[src/rtl/lpst_ram.sv]
// Generic single-write, single-read RAM with registered read data.
// No dependencies.
module lpst_ram #(
    parameter int WIDTH = 8,
    parameter int DEPTH = 47
) (
    input  logic                     clk,
    input  logic                     we,
    input  logic [$clog2(DEPTH)-1:0] waddr,
    input  logic [WIDTH-1:0]         wdata,
    input  logic [$clog2(DEPTH)-1:0] raddr,
    output logic [WIDTH-1:0]         rdata
);
    logic [WIDTH-1:0] mem [DEPTH];

    always_ff @(posedge clk)
    begin
        if (we)
        begin
            mem[waddr] <= wdata;
        end
        rdata <= mem[raddr];
    end
endmodule

[config.mk]
export PLATFORM = sky130hd
export DESIGN_NAME = lpst_ram
export DESIGN_NICKNAME = d
export VERILOG_FILES = /design/src/rtl/lpst_ram.sv
export SDC_FILE = /design/constraint.sdc
export NUM_CORES = 1
export LEC_CHECK = 0
export BUFFER_PORTS_ARGS = -buffer_cell sky130_fd_sc_hd__buf_2
export CORE_MARGIN = 8
export CORE_UTILIZATION = 50
export CTS_CLUSTER_DIAMETER = 50
export DETAILED_ROUTE_END_ITERATION = 10
export GPL_TIMING_DRIVEN = 0
export PLACE_DENSITY = 0.62
export SYNTH_ARGS = -nofsm -noshare
export SYNTH_HDL_FRONTEND = slang
export SYNTH_SLANG_ARGS = --single-unit
[constraint.sdc]
create_clock -name clk -period 1.91 [get_ports clk]
set_input_delay 0.191 -clock clk [delete_from_list [all_inputs] [get_ports clk]]
set_output_delay 0.191 -clock clk [all_outputs]
set_load 0.005 [all_outputs]
==> results.md <==
* CP Capture Type: register
* Fin Setup TNS at -0.01467 ns
* Final instance area at 17,020 sq um
* Row count at 63
* Synth Area in Compound Gates at 4.867%
* Clock Tree Buf Depth at 3
* Hold-fix buffers, CTS at 0
* Mapped Cells at 833
* Die X at 189.4 microns
* H-tree levels at 2
* Synth Net Count at 855
* Layout cells sized above 1 at 17.34%
* Filler cells at 2,283
* Mean post-synth cell area at 18.05 sq um
* Final worst-path cycle share at 100.8%
* Overall power at 17,990 uW
* Post-synthesis simple-gate area fraction at 4.576%
* Max-slew headroom at 26.59%
* Unrepaired setup endpoints after global routing: true
* Worst Setup Start Kind: register
* XOR/XNOR Fraction of Synth Area at 0%
* Pleak at 0.005679 uW
* Sink Count at 384
* Final WS setup at -0.01467 ns
* Max-cap violations at 0
* Slew Limit Fails at 0
* Final core occ at 57.43%
* Worst Tran Pin Value at 1.101 ns
* DP Area at 15,670 sq um
* Root buffer cell: clkbuf_16
* Final hold vios at 0
* Overall global routing resource usage at 19.69%
* R2R Setup Slk at -0.01 ns
* Post-Synth Adder-Cell Area at 0%
* Mux share of post-synthesis cell area at 12.78%
* DR iter-0 viols at 761
* Antenna violations before repair at 0
* Vias in the first global route at 8,134
* Tmin final at 1.925 ns
* Vias at 7,916
* Post-DR vias/cell at 5.974
* Post-DR wirelength/cell at 26.45 microns
* PwrDens at 1057 nW/um^2
* WS Path Type: register to register
* Synth warn at 0
* Hold slack at 0.3641 ns
* Routability Congestion at 1.035
* Status: finished with violations
* VDD IR-drop max at 771.8 uV
* First-pass GRT wire length at 52.25 mm
* CTS tree: done
* Synth unique cells at 30
* Congestion Overflow GR at 0
* Largest net degree at the start of global routing at 48
* Final HPWL DP at 22.77 mm
* Die Span Y at 189.4 microns
* IO Pins at 30
* Clock Pin Slew Worst Setup and Hold Paths at 0.06 ns
* Critical Path RT at 2.31 ns
* Initial DRT Pass Iterations at 5
* DRC Markers at 0
* Critical Path AT at 2.32 ns
* Clock Latency Late Sink at 0.53 ns
* Register bit total from synthesis at 384
* Failing checks: negative setup slack
* Total Wirelength at 35.05 mm
* Worst-path fanout max at 1
* Initial Util at 50.74%
* PortBufs at 28
* Antenna-violating nets left at 0
* Area Growth Syn to Fin at 13.19%
* Syn Std Cell Area at 15,040 sq um
* Max Clk Rate at 519.6 MHz
* Final Setup Violations at 1
* Die Area at 35,880 sq um
* Largest family of logic cells by synthesized area: multiplexers
* Total CTS buffers at 40
* Final nets at 925
* Layout Skew at 0.01511 ns
* Post-synthesis sequential area ratio at 76.14%
* Worst Hold Class: input pin to register
* Core Region at 29,640 sq um
[metrics by stage]
step / cells / worst slack, ns
6_report: 1325 / -0.01467
2_1_floorplan: 833 / 0.1929
3_3_place_gp: 1251 / -0.6111
4_1_cts: 1324 / 0.03514
5_1_grt: 1324 / -0.009145
3_5_place_dp: 1251 / -0.6045
[logic make-up (layout without fill, tap and decap cells)]
family	count (synthesis)	after routing
buffers and inverters	46	147
AO/OA/AOI/OAI	102	102
multiplexers	152	152
AND/OR/NAND/NOR	149	149
other	0	1
flip-flops	384	384
[per-layer routing]
metal | routed length (microns) | track usage, % | vias up
li1 | - | - | 3484
met1 | 15370 | 28.02 | 4052
met2 | 16100 | 30.42 | 319
met3 | 2521 | 3.422 | 61
met4 | 1049 | 6.735 | 0
met5 | 0 | 0 | -
[power by group]
group	internal (uW)	switching [uW]	leakage [uW]	total (uW)
registers	9330	20.1	0.00345	9350
logic	300	625	0.00159	925
clock network	4640	3070	0.000635	7710
total	14300	3720	0.00568	18000
[final timing paths]
check,from,end,depth (start not counted)
setup / recovery,mem[24][7],rdata[7],4
hold / removal,wdata[5],mem[39][5],1
setup reg to reg,mem[24][7],rdata[7],4
hold reg to reg,mem[46][1],rdata[1],3
[timing repair]
| action | CTS | global route |
|---|---|---|
| pin swaps | 6 | 4 |
| endpoints found under the setup margin | 7 | 4 |
| resized for setup | 6 | 3 |
| setup buffers | 0 | 0 |
[placed cells by master, fill, tap and decap left out, drive strengths merged, types with 9 or more instances in the layout]
| cell | netlist | routed |
|---|---|---|
| clkbuf | 12 | 65 |
| edfxtp | 376 | 376 |
| nor2 | 54 | 54 |
| a22oi | 48 | 48 |
| buf | 33 | 58 |
| mux2i | 120 | 120 |
| a21oi | 16 | 16 |
| or3 | 11 | 11 |
| nand3 | 20 | 20 |
| clkinv | 0 | 11 |
| mux4 | 32 | 32 |
| nand2 | 38 | 38 |
| nand4 | 9 | 9 |
[flip-flops by register name, indices dropped and copies added, names as in the netlist]
| name | cells |
|---|---|
| mem | 376 |
| rdata | 8 |
[synthesized netlist by cell type]
cell type	count	area share (%)
or3b_2	2	0.12
nor2b_1	8	0.33
inv_1	1	0.025
o21bai_1	7	0.35
nor2_1	54	1.3
mux2i_1	120	8.0
nand4_1	9	0.37
buf_2	22	0.73
edfxtp_1	376	75
mux4_2	32	4.8
o21ai_0	8	0.27
o22ai_1	7	0.29
o211ai_1	3	0.15
buf_4	4	0.20
nand3b_1	2	0.10
buf_6	2	0.15
buf_1	4	0.10
a21oi_1	16	0.53
nand3_1	20	0.67
clkbuf_1	12	0.30
nor3b_1	1	0.050
or3_1	11	0.46
and3b_1	1	0.058
nand2_1	38	0.95
o2111ai_1	8	0.47
and2_1	3	0.12
a22oi_1	48	2.4
dfxtp_1	8	1.1
buf_12	1	0.13
o211ai_2	5	0.42
[cell type report]
class	instances	area, sq um	share of cell area [%]
multi-input combinational	403	3366	19.77
clock buffer	50	1060	6.226
tap	390	488.0	2.867
timing repair buffer	28	140.1	0.8232
antenna	1	2.502	0.01470
sequential	384	11450	67.27
buffer	45	251.5	1.477
clock inverter	23	260.3	1.529
inverter	1	3.754	0.02205
[worst max-delay path, cell delays in order, from the launching register on]
cell and delay [ns]:
edfxtp_1 0.36, mux4_2 0.47, o211ai_1 0.34, nand4_1 0.24, or3_1 0.39
No activity file was read; power rests on OpenSTA's default activity.
